$ cat src/rtl/bb3_pkg.sv
// ----------------------------------------------------------------------------
// bb3_pkg
// Shared types, constants and helpers of the 3x3 RGB box blur.
// ----------------------------------------------------------------------------
`default_nettype none

package bb3_pkg;

    localparam int MAX_WIDTH_DEF  = 1024;
    localparam int MAX_HEIGHT_DEF = 4096;

    localparam int CFG_W_BITS = 11;
    localparam int CFG_H_BITS = 13;
    localparam logic [CFG_W_BITS-1:0] IMAGE_WIDTH_RST  = 11'd1024;
    localparam logic [CFG_H_BITS-1:0] IMAGE_HEIGHT_RST = 13'd768;

    // register index, decoded from paddr[2]
    localparam logic REG_IMAGE_WIDTH  = 1'b0;
    localparam logic REG_IMAGE_HEIGHT = 1'b1;

    // item kinds on s_tuser
    localparam logic REQ_PIXEL = 1'b0;
    localparam logic REQ_DRAIN = 1'b1;

    localparam int PIX_BITS   = 24;
    localparam int NROWS      = 3;
    localparam int SUM_BITS   = 12;
    localparam int CNT_BITS   = 4;
    localparam int NUM_BITS   = 13;
    localparam int RECIP_BITS = 18;
    localparam int RECIP_SHIFT = 18;

    typedef struct packed {
        logic [CFG_H_BITS-1:0] image_height;
        logic [CFG_W_BITS-1:0] image_width;
    } cfg_regs_t;

    typedef logic [2:0][SUM_BITS-1:0] sums_t;
    typedef logic [2:0][7:0]          means_t;

    // ceil(2^18 / (2*count)): exact for numerators below 2^13
    function automatic logic [RECIP_BITS-1:0] recip(input logic [CNT_BITS-1:0] count);
        logic [RECIP_BITS-1:0] m;
        case (count)
            4'd1:    m = 18'd131072;
            4'd2:    m = 18'd65536;
            4'd3:    m = 18'd43691;
            4'd4:    m = 18'd32768;
            4'd5:    m = 18'd26215;
            4'd6:    m = 18'd21846;
            4'd7:    m = 18'd18725;
            4'd8:    m = 18'd16384;
            4'd9:    m = 18'd14564;
            default: m = 18'd131072;
        endcase
        return m;
    endfunction

    function automatic logic [1:0] bank_inc(input logic [1:0] b);
        return (b == 2'd2) ? 2'd0 : b + 2'd1;
    endfunction

    function automatic logic [1:0] bank_dec(input logic [1:0] b);
        return (b == 2'd0) ? 2'd2 : b - 2'd1;
    endfunction

endpackage

`default_nettype wire

$ cat src/rtl/bb3_cfg.sv
// ----------------------------------------------------------------------------
// bb3_cfg
// APB register file: image width and height.
// ----------------------------------------------------------------------------
`default_nettype none

module bb3_cfg (
    input  wire logic                aclk,
    input  wire logic                aresetn,
    input  wire logic                psel,
    input  wire logic                penable,
    input  wire logic                pwrite,
    input  wire logic [2:0]          paddr,
    input  wire logic [31:0]         pwdata,
    output logic      [31:0]         prdata,
    output logic                     pready,
    output bb3_pkg::cfg_regs_t       cfg
);

    bb3_pkg::cfg_regs_t cfg_reg;
    logic               wr_en;

    assign pready = 1'b1;
    assign wr_en  = psel && penable && pwrite && pready;
    assign cfg    = cfg_reg;

    always_ff @(posedge aclk) begin
        if (!aresetn) begin
            cfg_reg.image_width  <= bb3_pkg::IMAGE_WIDTH_RST;
            cfg_reg.image_height <= bb3_pkg::IMAGE_HEIGHT_RST;
        end else if (wr_en) begin
            case (paddr[2])
                bb3_pkg::REG_IMAGE_WIDTH: begin
                    cfg_reg.image_width <= pwdata[bb3_pkg::CFG_W_BITS-1:0];
                end
                bb3_pkg::REG_IMAGE_HEIGHT: begin
                    cfg_reg.image_height <= pwdata[bb3_pkg::CFG_H_BITS-1:0];
                end
                default: begin
                end
            endcase
        end
    end

    always_comb begin
        case (paddr[2])
            bb3_pkg::REG_IMAGE_WIDTH:  prdata = 32'(cfg_reg.image_width);
            bb3_pkg::REG_IMAGE_HEIGHT: prdata = 32'(cfg_reg.image_height);
            default:                   prdata = 32'd0;
        endcase
    end

endmodule

`default_nettype wire

$ cat config.mk
export PLATFORM = sky130hd
export DESIGN_NAME = bb3_cfg
export DESIGN_NICKNAME = d
export VERILOG_FILES = /design/src/rtl/bb3_pkg.sv /design/src/rtl/bb3_cfg.sv
export SDC_FILE = /design/constraint.sdc
export NUM_CORES = 1
export LEC_CHECK = 0
export ABC_AREA = 1
export BUFFER_PORTS_ARGS = -buffer_cell sky130_fd_sc_hd__buf_2
export CORE_MARGIN = 5
export CORE_UTILIZATION = 30
export CTS_BUF_LIST = sky130_fd_sc_hd__clkbuf_4
export DETAILED_ROUTE_END_ITERATION = 6
export PLACE_DENSITY = 0.74
export RECOVER_POWER = 25
export SLEW_MARGIN = 20
export SYNTH_ARGS = -nofsm -noshare
export SYNTH_HDL_FRONTEND = slang
export SYNTH_SLANG_ARGS = --single-unit
export TNS_END_PERCENT = 20
$ cat constraint.sdc
create_clock -name aclk -period 0.8 [get_ports aclk]
set_input_delay 0.04 -clock aclk [delete_from_list [all_inputs] [get_ports aclk]]
set_output_delay 0.04 -clock aclk [all_outputs]
set_load 0.02 [all_outputs]
# Word-level counts from Yosys, hierarchy flattened

Index checks and enable logic that the tools add are counted.

Reductions and logical operators: 4
Bitwise logic cells: 1
Muxes and demuxes: 1

Operators with widths:

| kind                                   | count |
|---|---|
| 32-bit one-hot mux with 2 select lines | 1 |
| 2-bit AND reduction                    | 2 |
| 1-bit logical AND                      | 2 |
| 1-bit NOT                              | 1 |

Output and inout bits: 57
Word-level logic and storage cells: 8
Flip-flop bits (word level): 24

# Depth between registers and ports, before layout

Gate-level depths: netlist of run 1.

Depth after elaboration: 3
Gate-level depth with buffers: 6
Gate-level depth less buffers: 5

# Worst setup path after synthesis of run 1

OpenSTA, ideal clock, no wires.

Kind: flip-flop to output port
Start point: register cfg_reg, in the netlist cfg[11]
End point: output prdata[0]
Path slack: 0.069 ns
Cell stages (with the launch flop): 3
Path buffers: 0
Data required time: 0.760 ns
Arrival: 0.691 ns
Cells stage by stage: dfxtp_1 > nand2_1 > nand2_1

Longest elaborated chain between the ends: 1

RTL lines:

| element                                | RTL line      | RTL |
|---|---|---|
| start: declaration                     | bb3_cfg.sv:20 | `bb3_pkg::cfg_regs_t cfg_reg;` |
| 32-bit one-hot mux with 2 select lines | bb3_cfg.sv:46 | `case (paddr[2])` |
| end: declaration                       | bb3_cfg.sv:15 | `output logic [31:0] prdata,` |

Every way passes these cells. The select of a mux whose other input is x is not followed.

# Worst setup path in the final report of run 1

Start point: register cfg_reg, in the netlist cfg[0]
End point: output prdata[0]

Same word-level chain as after synthesis.

==> results of run 1 <==
layout make-up:
cell class              count  area [um2]
flip-flops and latches     24         510
multi-input cells         154         727
fillers                   462        2500
inverters                  17        66.3
repair buffers             78         739
clock buffers               3        22.5
well taps                  54        67.6
clock inverters             1        30.0
cell families after synthesis:
logic type / share of synthesized area [%]
and+or+nand+nor: 43.3
AOI/OAI and AO/OA: 0.353
DFF: 33.9
buffers and inverters: 21.9
other: 0.530
critical path: stages, from the launching register on:
cell	delay, ns
dfxtp_2	0.38
nand2_1	0.05
nand2_1	0.08
buf_6	0.12
routing by layer:
layer	vias up	wire (um)	track usage (%)
met4	0	21	3.15
li1	721	-	-
met5	-	0	0
met1	631	1540	14.2
met3	2	251	3.17
met2	38	1900	21.8
per-stage QoR:
stage	utilization, %	instance area (um2)	power (W)
after floorplan	-	1490	0.00178
after global placement	36.2	1690	0.00189
after detailed placement	36.2	1690	0.00190
after CTS	43.1	2010	0.00292
after global routing	46.4	2160	0.00312
final	46.4	2160	0.00293
power by group through the flow:
stage,registers (W),clock network (W),logic (W)
2_1_floorplan,0.00134,0,0.000434
3_5_place_dp,0.00130,0,0.000605
6_report,0.00129,0.000891,0.000751
4_1_cts,0.00128,0.000934,0.000701
3_3_place_gp,0.00129,0,0.000600
5_1_grt,0.00129,0.00101,0.000816
worst max-delay path by stage:
stage	depth (start not counted)	slack, ns	end
after floorplan	2	0.07	prdata[0]
after global placement	5	-0.02	cfg[1]$_SDFFE_PN0P_
after detailed placement	7	-0.05	cfg[20]$_SDFFE_PN1P_
after CTS	3	-0.19	prdata[3]
after global routing	3	-0.27	prdata[1]
final	3	-0.18	prdata[0]
what timing repair did:
action | in CTS | in global routing
endpoints found under the hold margin | 3 | 0
setup buffers | 5 | 8
hold buffers | 3 | 0
cloned | 0 | 0
endpoints found under the setup margin | 37 | 37
resized for setup | 81 | 33
pin swaps | 10 | 8
cells in the final DEF (no fill, tap or decap), types with 4 or more instances in the layout:
cell and n:
buf_12 4, buf_2 17, buf_4 15, buf_6 38, conb_1 20, dfxtp_2 24, inv_1 13, nand2_1 50
nand2_2 13, nand3_1 24, nor2_1 26, nor2_2 16
==> results.toml, run 1 <==
[outcome]
status = "finished with violations"
violations = "negative setup slack"

[yosys]
yosysWarnings = 0
synth_top_area_share_pct = 33.9
ys_seq_area_share_pct = 33.9
async_flop_share_pct = 0
netlist_top_cells_count = "nand2_1, nor2_1, dfxtp_1, nand3_1, buf_4"
synth_cells = 208
avgSynthCellArea_um2 = 6.82
synth.cell_area_um2 = 1420
synth_edf_count = 0
synth.distinct_cells = 18
yosysMostFrequentCell = "nand2_1"
synth_area_leaders = "dfxtp_1, nand2_1, buf_4, nand3_1, nor2_2"
synth_flop_cell = "dfxtp_1"
ys_seq_elements = 24
yosys.area.top_type = "dfxtp_1"

[sta]
final-setup-viol-count = 37
hold_viol = 0
period_share_pct = 122
worst_slack_ns = -0.177
finalCriticalPeriod_ns = 0.977
final-max-slew-violation-count = 0
tns_ns = -3.89
worst_hold_slack_ns = 0.0251
fmax_mhz = 1020
clock_skew_ns = 0
rsz0062_at_grt = "true"

[cts]
tritoncts.num_buffers = 3
h-tree-depth = 1
cts_tree = "built"
cts_root_buf = "clkbuf_4"
clkTransAtPathRegs_ns = 0.14
cts.sinks = 24
cts_buffer_depth = 2
insertion_delay_ns = 0.31

[final_layout]
stdcell_count = 331
antennaDiodeCount = 0
drive_above_1_share_pct = 50.2
largest_reg_flops = 24
areaGrowthSynthToFinish_pct = 52.6
final_nets = 318

[worst_hold_path]
hp-start = "pwdata[12]"
hold_depth = 5
holdCritPathClass = "in -> reg"
min_to = "cfg[23]$_SDFFE_PN0P_"

[grt]
gr-total-overflow = 0
grt_pass1_wl_um = 6140
grt_pass1_vias = 1341
track_usage_pct = 12.1
grt_start_max_net_pins = 25
antenna_found_initial = 0

[floorplanning]
start_util_pct = 30.4
core-area_um2 = 4660
chipWidth_um = 78.7
die_area_um2 = 6200
die-height_um = 78.7
row_count = 25
io_pins = 97

[drt]
drc = 0
drt-total-wl_um = 3710
vias = 1392
drt_iter0_drc = 55
avgRoutedWirePerCell_um = 11.2
dr.pass1.iters = 4
ant_nets = 0
avgViaCountPerCell = 4.21

[placed_design]
dpl_worst_slack_ns = -0.0493
dp.cells = 311
gp_congestion = 0.710
dp_hpwl_um = 2610
io_buffers = 55

[pwr]
switchingPower_w = 0.000856
ir_drop_uv = 675
power_frac_comb_pct = 25.6
power_leakage_nw = 1.11
clkPwrFrac_pct = 30.4
intPower_w = 0.00207
seqPwrFrac_pct = 43.9
sw_frac_of_total_pct = 29.2
power.density_nw_per_um2 = 1350

[setup_path]
crit_path_end_kind = "output port"
path_max_fanout = 3
rrSetupSlack_ns = 0.07
r2r_cells = 3
r2r_start = "cfg[13]$_SDFFE_PN0P_"
cp.arrival_ns = 0.94
required_ns = 0.76
cp-start-kind = "flop"
crit_type = "reg -> out"
rr_endpoint = "cfg[13]$_SDFFE_PN0P_"
cp-startpoint = "cfg[0]$_SDFFE_PN0P_"

[flow_run]
drv_cap = 0
Power figures use the tool's default switching activity.
==> inputs of run 2 (changes only) <==
- MAX_ROUTING_LAYER: default -> met4
==> run 2 against run 1 <==
Net effect: the flow still finishes with violations (negative setup slack); power about the same; critical path depth unchanged; sequential share of layout area is the same; final area stayed put; register-to-register slack is essentially flat; sequential power is essentially flat; cell count stayed put.
==> results.toml, run 2 (synthesized netlist as in run 1, its figures left out) <==
[outcome]
status = "finished with violations"
violations = "negative setup slack"

[sta]
final-max-slew-violation-count = 0
finalCriticalPeriod_ns = 0.977
fmax_mhz = 1020
worst_slack_ns = -0.177
rsz0062_at_grt = "true"
hold_viol = 0
period_share_pct = 122
final-setup-viol-count = 37
clock_skew_ns = 0

[setup_path]
r2r_cells = 3
required_ns = 0.76
critPathMostFrequentCell = "nand2_1"
cpPeakStageDelay_ns = 0.38
crit_path_end_kind = "output port"
crit_type = "reg -> out"
path_cells = "nand2_1, nand2_1, buf_6"
path_max_fanout = 3
cpMaxStageDelayCell = "dfxtp_2"
cp-start-kind = "flop"
cp.arrival_ns = 0.94

[final_layout]
drive_above_1_share_pct = 50.2
layout_common_cells = "nand2_1, buf_6, nor2_1, nand3_1, dfxtp_2"
final_nets = 318
areaGrowthSynthToFinish_pct = 52.6
layout_commonest_cell = "nand2_1"
antennaDiodeCount = 0
largest_reg_flops = 24
stdcell_count = 331

[grt]
grt_pass1_wl_um = 6130
grt_start_max_net_pins = 25
antenna_found_initial = 0
track_usage_pct = 12.5
gr-total-overflow = 0
grt_pass1_vias = 1342

[cts]
clkTransAtPathRegs_ns = 0.14
tritoncts.num_buffers = 3
cts_buffer_depth = 2
cts_tree = "built"
cts.sinks = 24
cts_root_buf = "clkbuf_4"
h-tree-depth = 1
insertion_delay_ns = 0.31

[drt]
drt_iter0_drc = 66
avgViaCountPerCell = 4.21
ant_nets = 0
avgRoutedWirePerCell_um = 11.2
drt-total-wl_um = 3700
drc = 0
vias = 1393
dr.pass1.iters = 4

[floorplanning]
chipWidth_um = 78.7
row_count = 25
die-height_um = 78.7
die_area_um2 = 6200
core-area_um2 = 4660
start_util_pct = 30.4
io_pins = 97

[flow_run]
drv_cap = 0

[worst_hold_path]
hold_depth = 5
holdCritPathClass = "in -> reg"

[pwr]
ir_drop_uv = 673
power_leakage_nw = 1.11
power.density_nw_per_um2 = 1350

[placed_design]
dp.cells = 311
io_buffers = 55
dp_hpwl_um = 2610
dpl_worst_slack_ns = -0.0493
gp_congestion = 0.718
-- run 2: worst max-delay path: cells and delay by family, from the launching register on --
family,cells,cell delay (ns)
buf+inv,1,0.12
simple gates,2,0.13
flops,1,0.38
-- run 2: power breakdown --
| group | leakage [nW] | internal, W | switching [W] |
|---|---|---|---|
| Clock | 0.0279 | 0.000506 | 0.000384 |
| Combinational | 0.875 | 0.000321 | 0.000430 |
| Sequential | 0.204 | 0.00125 | 0.0000406 |
-- run 2: cell type report --
type	instances	area (um2)
clock buffer	3	22.5
clock inverter	1	30.0
fill	462	2500
inverter	17	66.3
multi-input combinational	154	727
sequential	24	510
tap	54	67.6
timing repair buffer	78	739
-- run 2: what timing repair did --
action | 4_1_cts | 5_1_grt
endpoints found under the hold margin | 3 | 0
pin swaps | 10 | 8
endpoints found under the setup margin | 37 | 37
setup buffers | 5 | 8
resized for setup | 81 | 33
hold buffers | 3 | 0
-- run 2: stage by stage --
stage               util [%]  hold WS, ns  area [um2]  setup TNS, ns  power (W)
finish                  46.4       0.0248        2160          -3.87    0.00293
global route            46.4       0.0237        2160          -6.40    0.00312
CTS                     43.1      0.00729        2010          -4.33    0.00292
detailed placement      36.2        0.278        1690         -0.672    0.00190
global placement        36.2        0.266        1690         -0.247    0.00189
floorplan                  -        0.161        1490              0    0.00178
-- run 2: final timing paths --
path                                           start              endpoint  slack (ns)
worst max-delay path             cfg[0]$_SDFFE_PN0P_             prdata[0]       -0.18
worst min-delay path                      pwdata[12]  cfg[23]$_SDFFE_PN0P_        0.02
worst max register to register  cfg[13]$_SDFFE_PN0P_  cfg[13]$_SDFFE_PN0P_        0.07
worst min register to register  cfg[19]$_SDFFE_PN1P_  cfg[19]$_SDFFE_PN1P_        0.49
-- run 2: layer usage --
metal | part of all wire (%) | GRT usage, % | up-vias | wire (um)
li1 | - | - | 722 | -
met1 | 43 | 14.5 | 631 | 1580
met2 | 51 | 21.8 | 38 | 1890
met3 | 5.6 | 2.72 | 2 | 209
met4 | 0.57 | 3.15 | 0 | 21
met5 | 0 | - | - | 0
