**src/rtl/bb3_pkg.sv**
```systemverilog
// ----------------------------------------------------------------------------
// bb3_pkg
// Shared types, constants and helpers of the 3x3 RGB box blur.
// ----------------------------------------------------------------------------
`default_nettype none

package bb3_pkg;

    localparam int MAX_WIDTH_DEF  = 1024;
    localparam int MAX_HEIGHT_DEF = 4096;

    localparam int CFG_W_BITS = 11;
    localparam int CFG_H_BITS = 13;
    localparam logic [CFG_W_BITS-1:0] IMAGE_WIDTH_RST  = 11'd1024;
    localparam logic [CFG_H_BITS-1:0] IMAGE_HEIGHT_RST = 13'd768;

    // register index, decoded from paddr[2]
    localparam logic REG_IMAGE_WIDTH  = 1'b0;
    localparam logic REG_IMAGE_HEIGHT = 1'b1;

    // item kinds on s_tuser
    localparam logic REQ_PIXEL = 1'b0;
    localparam logic REQ_DRAIN = 1'b1;

    localparam int PIX_BITS   = 24;
    localparam int NROWS      = 3;
    localparam int SUM_BITS   = 12;
    localparam int CNT_BITS   = 4;
    localparam int NUM_BITS   = 13;
    localparam int RECIP_BITS = 18;
    localparam int RECIP_SHIFT = 18;

    typedef struct packed {
        logic [CFG_H_BITS-1:0] image_height;
        logic [CFG_W_BITS-1:0] image_width;
    } cfg_regs_t;

    typedef logic [2:0][SUM_BITS-1:0] sums_t;
    typedef logic [2:0][7:0]          means_t;

    // ceil(2^18 / (2*count)): exact for numerators below 2^13
    function automatic logic [RECIP_BITS-1:0] recip(input logic [CNT_BITS-1:0] count);
        logic [RECIP_BITS-1:0] m;
        case (count)
            4'd1:    m = 18'd131072;
            4'd2:    m = 18'd65536;
            4'd3:    m = 18'd43691;
            4'd4:    m = 18'd32768;
            4'd5:    m = 18'd26215;
            4'd6:    m = 18'd21846;
            4'd7:    m = 18'd18725;
            4'd8:    m = 18'd16384;
            4'd9:    m = 18'd14564;
            default: m = 18'd131072;
        endcase
        return m;
    endfunction

    function automatic logic [1:0] bank_inc(input logic [1:0] b);
        return (b == 2'd2) ? 2'd0 : b + 2'd1;
    endfunction

    function automatic logic [1:0] bank_dec(input logic [1:0] b);
        return (b == 2'd0) ? 2'd2 : b - 2'd1;
    endfunction

endpackage

`default_nettype wire

```
**src/rtl/bb3_mean.sv**
```systemverilog
// ----------------------------------------------------------------------------
// bb3_mean
// Rounded mean per channel by reciprocal multiply, product registered.
// ----------------------------------------------------------------------------
`default_nettype none

module bb3_mean (
    input  wire logic                          aclk,
    input  wire logic                          load,
    input  wire bb3_pkg::sums_t                sums,
    input  wire logic [bb3_pkg::CNT_BITS-1:0]  count,
    output bb3_pkg::means_t                    means
);

    localparam int PROD_BITS = bb3_pkg::NUM_BITS + bb3_pkg::RECIP_BITS;

    logic [2:0][PROD_BITS-1:0]         prod_reg;
    logic [2:0][bb3_pkg::NUM_BITS-1:0] num;
    logic [bb3_pkg::RECIP_BITS-1:0]    m;

    always_comb begin
        m = bb3_pkg::recip(count);
        for (int ch = 0; ch < 3; ch++) begin
            num[ch] = {sums[ch], 1'b0} + bb3_pkg::NUM_BITS'(count);
        end
    end

    always_ff @(posedge aclk) begin
        if (load) begin
            for (int ch = 0; ch < 3; ch++) begin
                prod_reg[ch] <= PROD_BITS'(num[ch]) * PROD_BITS'(m);
            end
        end
    end

    always_comb begin
        for (int ch = 0; ch < 3; ch++) begin
            means[ch] = prod_reg[ch][bb3_pkg::RECIP_SHIFT +: 8];
        end
    end

endmodule

`default_nettype wire

```
**config.mk**
```make
export PLATFORM = sky130hd
export DESIGN_NAME = bb3_mean
export DESIGN_NICKNAME = d
export VERILOG_FILES = /design/src/rtl/bb3_pkg.sv /design/src/rtl/bb3_mean.sv
export SDC_FILE = /design/constraint.sdc
export NUM_CORES = 1
export LEC_CHECK = 0
export BUFFER_PORTS_ARGS = -buffer_cell sky130_fd_sc_hd__buf_4
export CORE_MARGIN = 2
export CORE_UTILIZATION = 50
export CTS_CLUSTER_SIZE = 16
export DETAILED_ROUTE_END_ITERATION = 16
export GPL_ROUTABILITY_DRIVEN = 0
export HOLD_SLACK_MARGIN = 0.05
export PLACE_DENSITY_LB_ADDON = 0.25
export SLEW_MARGIN = 20
export SYNTH_ARGS = -nofsm -noshare
export SYNTH_HDL_FRONTEND = slang
export SYNTH_SLANG_ARGS = --single-unit
```
**constraint.sdc**
```tcl
create_clock -name aclk -period 12.6 [get_ports aclk]
set_input_delay 0.63 -clock aclk [delete_from_list [all_inputs] [get_ports aclk]]
set_output_delay 0.63 -clock aclk [all_outputs]
set_load 0.01 [all_outputs]
```
# ---- Word level (Yosys, flattened, before mapping)
# Memories as Yosys holds them, arrays and structs flattened.
# Index checks and enable logic that the tools add are counted.
dict set report totals {
  regBits 78
  rom_bits 288
  inputBits 42
  out_inout_bits 24
  mem_count 1
}
# memory depth width rd rd_clocked_by_memory_dff wr line_no
set memory_table {}
lappend memory_table {{(no name shown)} 16 18 1 0 0 bb3_pkg.sv:44} ;# case (count)
dict set report op_classes {
  addsub 3
  mul 3
}
# op n
set ops {}
lappend ops {{multiplier 13 x 18 -> 26 bit} 3}
lappend ops {{adder 13 x 4 -> 13 bit} 3}

# ---- Longest topological paths before layout
# Gate-level depths: netlist of the first run.
dict set report logic_depth {
  depth_word 2
  ltp_mapped 27
}

# ---- Worst setup path after synthesis of the first run
# No wires, ideal clock.
dict set report synth_path {
  path_kind {input-to-reg}
  start {in sums[24] (netlist bit)}
  end {reg prod_reg, in the netlist means[20] (data pin)}
  setup_time_ps 258
  t_arrival_ps 6331
  setup_slack_ps 6011
  stages 23
  path_buffers 0
  path_cell_list {ha_1 -> fa_1 -> a21o_1 -> and4_1 -> xor2_1 -> nand2_1 -> fa_1 -> inv_1 -> fa_1 -> fa_1 -> fa_1 -> inv_1 -> fa_1 -> inv_1 -> ha_1 -> a21o_1 -> a21o_1 -> a21oi_1 -> nand2_1 -> o211ai_2 -> or2b_1 -> a211oi_1 -> nor2_1}
}
dict set report synth_via {
  elab_chain_len 2
}
# item line_no
set synth_lines {}
lappend synth_lines {{start, declared} bb3_mean.sv:10} ;# input wire bb3_pkg::sums_t sums,
lappend synth_lines {{adder 13 x 4 -> 13 bit} bb3_mean.sv:24} ;# num[ch] = {sums[ch], 1'b0} + bb3_pkg::NUM_BITS'(count);
lappend synth_lines {{multiplier 13 x 18 -> 26 bit} bb3_mean.sv:31} ;# prod_reg[ch] <= PROD_BITS'(num[ch]) * PROD_BITS'(m);
lappend synth_lines {{end signal, assigned by index} bb3_mean.sv:31}
lappend synth_lines {{end, declared} bb3_mean.sv:17} ;# logic [2:0][PROD_BITS-1:0] prod_reg;
# No other way between the ends.
# A chain may end at the register's enable or synchronous reset.

# ---- Worst setup path in the final report of the first run
dict set report layout_path {
  start {in count[0] (netlist bit)}
  end {reg prod_reg, in the netlist means[20] (data pin)}
}
dict set report layout_via {
  elab_chain_len 2
  elab_cells_between_ends 3
  classes_between {add/sub: 1; mul: 1; memory: 1}
}
# item line_no
set layout_lines {}
lappend layout_lines {{start, declared} bb3_mean.sv:11} ;# input wire logic [bb3_pkg::CNT_BITS-1:0] count,
lappend layout_lines {{adder 13 x 4 -> 13 bit / memory (16 x 18 bit) (equally long branches)} -}
lappend layout_lines {{multiplier 13 x 18 -> 26 bit (*)} bb3_mean.sv:31}
# Mark *: on every way between the ends. The rest lies on a longest branch, timed or not.

==> flow_metrics.env, run 1 <==
export IMPL_place_hpwl_mm=43.7
export IMPL_post_drt_wl_per_cell_microns=18.3
export IMPL_ant_nets=0
export IMPL_rows=73
export IMPL_largest_reg_flops=24
export IMPL_core_area_sq_um=39700
export IMPL_yosysMostFrequentCell="inv_1"
export IMPL_post_cts_resized=0
export IMPL_cts_sinks=24
export IMPL_finalCriticalPeriod_ns=7.76
export IMPL_wirelength_mm=52.9
export IMPL_path_class="in -> reg"
export IMPL_ir_worst_vdd_mv=0.124
export IMPL_final_area_sq_um=21400
export IMPL_yosys_most_used_dff="edfxtp_1"
export IMPL_fmax_mhz=129
export IMPL_first_pass_iters=6
export IMPL_dieWidth_microns=205
export IMPL_fp_dieArea_sq_um=41900
export IMPL_synth_area_sq_um=20200
export IMPL_postCtsHoldBufs=0
export IMPL_clkTransAtPathRegs_ns=0.08
export IMPL_synth_area_leaders="fa_1 50%, inv_1 11%, ha_1 10%, nand2_1 8.4%, nor2_1 3.9%"
export IMPL_dr_first_iter_drc_count=1213
export IMPL_timing_final_max_slew_violations=0
export IMPL_startpoint_type="input pin"
export IMPL_maxCapViolations=0
export IMPL_final_layout_size_suffix_gt1_frac=0.0580
export IMPL_power_density_nw_per_um2=87.6
export IMPL_grt_pass1_wl_mm=87.8
export IMPL_grt_setup_unrepaired="false"
export IMPL_synth_top_area_frac=0.500
export IMPL_period_share=0.616
export IMPL_grt_pass1_vias=16800
export IMPL_root_buffer="clkbuf_16"
export IMPL_cts_htree_levels=1
export IMPL_globalRouteOverflowTotal=0
export IMPL_globalRouteTotalUtil=0.274
export IMPL_fin_nets=3076
export IMPL_post_dp_cell_area_sq_um=21300
export IMPL_vias=15400
export IMPL_ys_ff_latch=24
export IMPL_cts_buffers=3
export IMPL_finalHoldViolCount=0
export IMPL_syn_instance_count=2342
export IMPL_setup_viol_count_final=0
export IMPL_cts_buffer_depth=2
export IMPL_area_growth_pct=6.29
export IMPL_grt_max_degree=35
export IMPL_relSlewSlack=0.203
export IMPL_synth_avg_cell_area_sq_um=8.61
export IMPL_io_buffers=65
export IMPL_ys_top_cells_by_count="607 x inv_1, 504 x fa_1, 450 x nand2_1"
export IMPL_drcViolationCount=0
export IMPL_io_pin_count=66
export IMPL_crit_fanout=19
export IMPL_setup_tns_ns=0
export IMPL_initial_core_util=0.507
export IMPL_yosysTopAreaCell="fa_1"
export IMPL_end_kind="flip-flop"
export IMPL_n_antenna_cell=0
export IMPL_outcome="finished clean"
export IMPL_viasPerCell=5.32
export IMPL_synth_edf_count=24
export IMPL_syn_num_nets=3055
export IMPL_synthArstFlopShare=0
export IMPL_arrival_ns=7.81
export IMPL_p_leak_nw=11.0
export IMPL_cts_tree="yes"
export IMPL_die_y_microns=205
export IMPL_cts_setup_buffers=0
export IMPL_synth_cell_types=54
export IMPL_required_ns=12.65
export IMPL_yosysWarnings=0
export IMPL_seq_area_frac_synth=0.0357
export IMPL_min_path_type="in -> reg"
export IMPL_antenna_found_initial=0
export IMPL_tightest_slew_ns=1.19
layout by cell type (no fill, tap or decap), types with 6 or more instances in the layout:
master and instances:
inv_1 607, fa_1 504, nand2_1 450, nor2_1 207, ha_1 167, buf_4 98, xnor2_1 58, a21oi_1 30
xor2_1 27, o21ai_0 26, and2_1 24, edfxtp_1 24, a21o_1 17, nand2b_1 11, nor3_1 11, and3_1 9
nand3_1 9, a21oi_2 6, nand4_1 6
where the power goes:
part	internal (mW)	switching, mW	leakage, nW
sequential	0.163	0.0131	0.234
clock	0.0638	0.0422	0.0511
combinational	0.650	0.946	10.7
metrics by stage:
stage	setup slack, ns	total power [mW]	util	cells	hold WS (ns)
floorplan	6.01	1.33	-	2342	0.742
global placement	4.72	1.72	0.536	2883	1.04
detailed placement	4.68	1.77	0.536	2883	1.04
CTS	4.95	1.89	0.539	2887	0.804
global route	4.49	2.15	0.539	2887	0.810
finish	4.84	1.88	0.539	2887	0.789
cell families after synthesis:
kind of cell,after synthesis,share of synthesized area
AND/OR/NAND/NOR,756,0.154
buffers and inverters,689,0.129
adder cells (fa/ha/maj),671,0.604
AO/OA/AOI/OAI,105,0.0333
XOR/XNOR,96,0.0442
flip-flops,24,0.0357
multiplexers,1,0.000496
per-layer routing:
| metal | track usage | vias to the layer above | wire, microns | part of all wire |
|---|---|---|---|---|
| li1 | - | 6776 | - | - |
| met1 | 0.355 | 7775 | 20600 | 0.39 |
| met2 | 0.450 | 652 | 24900 | 0.47 |
| met3 | 0.0517 | 162 | 4610 | 0.087 |
| met4 | 0.119 | 0 | 2770 | 0.052 |
| met5 | 0 | - | 0 | 0 |
worst paths after layout:
| path | startpoint | endpoint | slack [ns] | cells after the start |
|---|---|---|---|---|
| setup / recovery | count[0] | means[20] | 4.84 | 24 |
| hold / removal | load | means[22] | 0.79 | 1 |
critical path, cell delays in order:
cell and delay [ns]:
buf_4 0.15, inv_1 0.41, ha_1 0.41, nand2_1 0.55, nand2_1 0.57, buf_4 0.39, nand2_1 0.13, fa_1 0.56
inv_1 0.05, fa_1 0.48, fa_1 0.51, fa_1 0.55, inv_1 0.05, fa_1 0.48, inv_1 0.04, ha_1 0.29
nand4_1 0.16, a21oi_1 0.09, nor3_1 0.26, a21oi_2 0.14, o211ai_2 0.30, or2b_1 0.29, a211oi_1 0.23, nor2_1 0.06
layout make-up:
cell class / instances / area [sq um]
clock inverter: 1 / 30.0
clock buffer: 3 / 75.1
inverter: 607 / 2280
fill: 3688 / 18300
timing repair buffer: 98 / 736
tap: 525 / 657
sequential: 24 / 721
multi-input combinational: 1629 / 16900
(Power assumes the default switching activity.)
==> run 2: changes to the inputs <==
--- a/config.mk
+++ b/config.mk
@@ -5,6 +5,7 @@
 export SDC_FILE = /design/constraint.sdc
 export NUM_CORES = 1
 export LEC_CHECK = 0
+export ABC_AREA = 1
 export BUFFER_PORTS_ARGS = -buffer_cell sky130_fd_sc_hd__buf_4
 export CORE_MARGIN = 2
 export CORE_UTILIZATION = 50
==> constraint.sdc (replaced) <==
create_clock -name aclk -period 6.8 [get_ports aclk]
set_input_delay 0.34 -clock aclk [delete_from_list [all_inputs] [get_ports aclk]]
set_output_delay 0.34 -clock aclk [all_outputs]
set_load 0.01 [all_outputs]
==> run 2 against run 1 <==
  * Total power grew to 2.5 times the previous value
  * Non-clock buffer count grew 87
  * Largest cell class unchanged
  * Hold slack lost 0.27 ns
  * Global-route usage grew 2.7 points
  * Count of clock-buffer cells in the layout is the same
  * Area after synthesis grew 8.7%
  * Cell area grew 11%
  * Sequential share of layout area shrank 0.34 points
  * Synthesized cell count grew 23%
  * Final cell count grew 24%
  * Highest routed layer unchanged
==> flow_metrics.env, run 2 <==
export IMPL_ys_ff_latch=24
export IMPL_end_kind="flip-flop"
export IMPL_cts_buffer_depth=2
export IMPL_root_buffer="clkbuf_16"
export IMPL_cp_depth=26
export IMPL_ant_nets=0
export IMPL_nFillCells=4098
export IMPL_final_common_cell="inv_1"
export IMPL_globalRouteOverflowTotal=0
export IMPL_most_common_layout_cells="745 x inv_1, 720 x nand2_1, 504 x fa_1, 280 x nor2_1, 183 x buf_4"
export IMPL_viasPerCell=5.36
export IMPL_outcome="finished clean"
export IMPL_antenna_found_initial=0
export IMPL_slowest_stage="fa_1"
export IMPL_min_path_cells=1
export IMPL_first_pass_iters=6
export IMPL_cts_setup_buffers=0
export IMPL_post_drt_wl_per_cell_microns=18.1
export IMPL_synth_cell_types=50
export IMPL_io_buffers=65
export IMPL_core_area_sq_um=43200
export IMPL_grt_pass1_wl_mm=105
export IMPL_power_mw=4.78
export IMPL_finalHoldViolCount=0
export IMPL_die_y_microns=213
export IMPL_tightest_slew_ns=0.853
export IMPL_fin_ws_ns=0.318
export IMPL_io_pin_count=66
export IMPL_synth_edf_count=24
export IMPL_globalRouteTotalUtil=0.301
export IMPL_drcViolationCount=0
export IMPL_power_density_nw_per_um2=200
export IMPL_worst_path_dominant_cell_family="adder cells"
export IMPL_yosysTopAreaCell="fa_1"
export IMPL_wirelength_mm=64.6
export IMPL_maxCapViolations=0
export IMPL_syn_instance_count=2878
export IMPL_cts_htree_levels=1
export IMPL_required_ns=6.95
export IMPL_p_leak_nw=12.8
export IMPL_area_growth_pct=8.82
export IMPL_timing_hold_ws_ns=0.522
export IMPL_grt_max_degree=35
export IMPL_period_share=0.953
export IMPL_synth_top_area_frac=0.460
export IMPL_initial_core_util=0.508
export IMPL_fin_nets=3700
export IMPL_dieWidth_microns=213
export IMPL_arrival_ns=6.63
export IMPL_final_layout_size_suffix_gt1_frac=0.0760
export IMPL_slowest_delay_ns=0.51
export IMPL_path_buf_inv=6
export IMPL_synth_area_sq_um=21900
export IMPL_ys_top_cells_by_count="745 x inv_1, 720 x nand2_1, 504 x fa_1"
export IMPL_vias=19100
export IMPL_seq_area_frac_synth=0.0329
export IMPL_crit_fanout=9
export IMPL_ir_worst_vdd_mv=0.142
export IMPL_min_path_type="in -> reg"
export IMPL_synthArstFlopShare=0
export IMPL_syn_num_nets=3591
export IMPL_post_cts_resized=0
export IMPL_path_common_cell="fa_1"
export IMPL_relSlewSlack=0.428
export IMPL_synth_area_leaders="fa_1 46%, inv_1 13%, nand2_1 12%, ha_1 9.5%, nor2_1 4.8%"
export IMPL_startpoint_type="input pin"
export IMPL_setup_viol_count_final=0
export IMPL_synth_avg_cell_area_sq_um=7.62
export IMPL_setup_tns_ns=0
export IMPL_fmax_mhz=154
export IMPL_cts_sinks=24
export IMPL_finalCriticalPeriod_ns=6.48
export IMPL_yosysMostFrequentCell="inv_1"
export IMPL_rows=76
export IMPL_pre_cts_ws_ns=0.176
export IMPL_yosysWarnings=0
export IMPL_place_hpwl_mm=54.2
export IMPL_clkTransAtPathRegs_ns=0.10
export IMPL_cts_buffers=3
export IMPL_fp_dieArea_sq_um=45500
export IMPL_path_class="in -> reg"
export IMPL_grt_pass1_vias=20200
export IMPL_postCtsHoldBufs=0
export IMPL_cts_tree="yes"
export IMPL_timing_final_max_slew_violations=0
export IMPL_dr_first_iter_drc_count=1810
export IMPL_n_antenna_cell=0
export IMPL_largest_reg_flops=24
export IMPL_yosys_most_used_dff="edfxtp_1"
export IMPL_grt_setup_unrepaired="false"
## run 2: path summary, 6_finish.rpt
| kind | start | to | slack, ns |
|---|---|---|---|
| setup / recovery | count[1] | means[3] | 0.32 |
| hold / removal | load | means[15] | 0.52 |
## run 2: metrics by stage
step | instance area, sq um | instances | utilization
2_1_floorplan | 21900 | 2878 | -
3_3_place_gp | 23700 | 3567 | 0.550
3_5_place_dp | 23700 | 3567 | 0.550
4_1_cts | 23900 | 3571 | 0.553
5_1_grt | 23900 | 3571 | 0.553
6_report | 23900 | 3571 | 0.553
## run 2: layout make-up
| cell class | instances | area, sq um | area share |
|---|---|---|---|
| clock inverters | 1 | 30.0 | 0.00126 |
| repair buffers | 185 | 1410 | 0.0593 |
| well taps | 585 | 732 | 0.0307 |
| inverters | 771 | 2900 | 0.121 |
| multi-input cells | 2002 | 18000 | 0.754 |
| clock buffers | 3 | 75.1 | 0.00315 |
| flip-flops and latches | 24 | 721 | 0.0302 |
## run 2: where the power goes
group          internal [mW]  switching [mW]
clock                  0.119          0.0897
sequential             0.302          0.0192
combinational           1.69            2.56
## run 2: per-layer routing
metal	vias up	global-route usage	share of wire
li1	8562	-	-
met1	9367	0.392	0.39
met2	989	0.474	0.45
met3	217	0.0627	0.10
met4	0	0.163	0.063
met5	-	0	0
## run 2: logic make-up after synthesis
group | after synthesis | synth area share
and+or+nand+nor | 1165 | 0.215
buffers and inverters | 852 | 0.147
adders and majority gates | 671 | 0.556
AOI/OAI and AO/OA | 138 | 0.0377
xor gates and xnor gates | 28 | 0.0112
DFF | 24 | 0.0329
==> run 3: changes to the inputs <==
--- a/config.mk
+++ b/config.mk
@@ -14,6 +14,7 @@
 export GPL_ROUTABILITY_DRIVEN = 0
 export HOLD_SLACK_MARGIN = 0.05
 export PLACE_DENSITY_LB_ADDON = 0.25
+export REMOVE_ABC_BUFFERS = 1
 export SLEW_MARGIN = 20
 export SYNTH_ARGS = -nofsm -noshare
 export SYNTH_HDL_FRONTEND = slang
==> run 3 against run 2 <==
  * Count of clock-buffer cells in the layout did not move
  * Final cell count fell by 1.1%
  * Sequential cell count did not move
  * Setup slack improved by 0.067 ns
  * Wire length fell by 2.9%
  * Global-route usage fell by 0.72 points
  * Critical path depth rose by 4
  * Hold slack improved by 0.0020 ns
  * Clock power barely moved
  * Total power fell by 7.3%
  * Largest cell class unchanged
  * Highest routed layer unchanged
==> flow_metrics.env, run 3 (synthesis results as in run 2) <==
export IMPL_outcome="finished clean"
export IMPL_p_comb_frac=0.879
export IMPL_fp_dieArea_sq_um=45500
export IMPL_fmax_mhz=156
export IMPL_cts_htree_levels=1
export IMPL_post_cts_resized=0
export IMPL_wirelength_mm=62.7
export IMPL_vias=18800
export IMPL_slowest_stage="fa_1"
export IMPL_final_common_cell="inv_1"
export IMPL_p_seq_frac=0.074
export IMPL_path_buf_inv=10
export IMPL_postCtsHoldBufs=0
export IMPL_root_buffer="clkbuf_16"
export IMPL_worstHoldStart="load"
export IMPL_clkPwrFrac=0.047
export IMPL_cts_tree="yes"
export IMPL_place_hpwl_mm=52.6
export IMPL_tightest_slew_ns=0.945
export IMPL_n_antenna_cell=0
export IMPL_initial_core_util=0.508
export IMPL_ant_nets=0
export IMPL_use_met3=0.0567
export IMPL_grtUsageMet2=0.495
export IMPL_timing_final_max_slew_violations=0
export IMPL_grt_pass1_vias=20100
export IMPL_crit_fanout=10
export IMPL_drcViolationCount=0
export IMPL_period_share=0.943
export IMPL_holdPathEnd="means[15]"
export IMPL_p_leak_nw=12.6
export IMPL_globalRouteTotalUtil=0.294
export IMPL_largest_reg_flops=24
export IMPL_grt_use_met1=0.366
export IMPL_grt_pass1_wl_mm=103
export IMPL_rows=76
export IMPL_dieWidth_microns=213
export IMPL_cts_buffer_depth=2
export IMPL_power_density_nw_per_um2=188
export IMPL_cts_buffers=3
export IMPL_slowest_delay_ns=0.53
export IMPL_worst_path_dominant_cell_family="adder cells"
export IMPL_viasPerCell=5.32
export IMPL_post_drt_wl_per_cell_microns=17.8
export IMPL_core_area_sq_um=43200
export IMPL_power_mw=4.43
export IMPL_final_layout_size_suffix_gt1_frac=0.0645
export IMPL_globalRouteOverflowTotal=0
export IMPL_ir_worst_vdd_mv=0.131
export IMPL_setup_viol_count_final=0
export IMPL_startpoint_type="input pin"
export IMPL_io_buffers=65
export IMPL_relSlewSlack=0.368
export IMPL_io_pin_count=66
export IMPL_area_growth_pct=7.44
export IMPL_first_pass_iters=6
export IMPL_end_kind="flip-flop"
export IMPL_grt_max_degree=35
export IMPL_finalCriticalPeriod_ns=6.42
export IMPL_final_util=0.546
export IMPL_grt_busiest_layer="met2"
export IMPL_min_path_type="in -> reg"
export IMPL_min_path_cells=1
export IMPL_cts_setup_buffers=0
export IMPL_antenna_found_initial=0
export IMPL_power_switching_mw=2.57
export IMPL_p_int_mw=1.86
export IMPL_grt_setup_unrepaired="false"
export IMPL_fin_nets=3661
export IMPL_die_y_microns=213
export IMPL_clkTransAtPathRegs_ns=0.10
export IMPL_most_common_layout_cells="744 x inv_1, 720 x nand2_1, 504 x fa_1, 280 x nor2_1, 167 x ha_1"
export IMPL_required_ns=6.87
export IMPL_cts_sinks=24
export IMPL_path_class="in -> reg"
export IMPL_arrival_ns=6.49
export IMPL_switching_share=0.580
export IMPL_finalHoldViolCount=0
export IMPL_dr_first_iter_drc_count=1312
export IMPL_maxCapViolations=0
==> run 3: changes by cell type in the layout (fill, tap and decap cells not counted), sizes merged <==
cell / previous run / this run
buf: 185 / 146
inv: 753 / 752
clkinvlp: 0 / 2
clkinv: 18 / 17
==> run 3: worst max-delay path by stage <==
stage	startpoint	to	slack, ns	cells past startpoint
after detailed placement	count[3]	means[23]	0.09	26
after global placement	count[1]	means[7]	0.21	28
final	count[1]	means[7]	0.38	30
after floorplan	count[0]	means[23]	-0.23	26
after CTS	count[3]	means[23]	0.42	26
after global routing	count[1]	means[7]	0.04	30
==> run 3: metrics by stage <==
step | cells | TNS (ns) | hold slack [ns] | setup slack (ns) | area [sq um]
2_1_floorplan | 2797 | -2.49 | 0.452 | -0.232 | 21600
3_3_place_gp | 3528 | 0 | 0.748 | 0.213 | 23400
3_5_place_dp | 3528 | 0 | 0.748 | 0.0920 | 23400
4_1_cts | 3532 | 0 | 0.532 | 0.419 | 23500
5_1_grt | 3532 | 0 | 0.533 | 0.0395 | 23600
6_report | 3532 | 0 | 0.524 | 0.384 | 23600
==> run 3: power groups by stage <==
stage | clock network (mW) | registers [mW] | logic [mW]
after global routing | 0.218 | 0.335 | 4.49
after global placement | 0 | 0.327 | 3.79
after floorplan | 0 | 0.366 | 2.71
after detailed placement | 0 | 0.327 | 3.88
final | 0.210 | 0.326 | 3.90
after CTS | 0.212 | 0.326 | 3.91
==> run 3: routing by layer <==
layer  wire [microns]  up-vias
li1                 -     8487
met1            24100     9253
met2            29600      820
met3             5460      224
met4             3600        0
met5                0        -
==> run 3: area by class of cell <==
| cell class | instances | area [sq um] |
|---|---|---|
| Multi-Input combinational cell | 2002 | 18000 |
| Sequential cell | 24 | 721 |
| Tap cell | 585 | 732 |
| Timing Repair Buffer | 146 | 1110 |
| Clock buffer | 3 | 75.1 |
| Clock inverter | 1 | 30.0 |
| Fill cell | 4122 | 19600 |
| Inverter | 771 | 2900 |
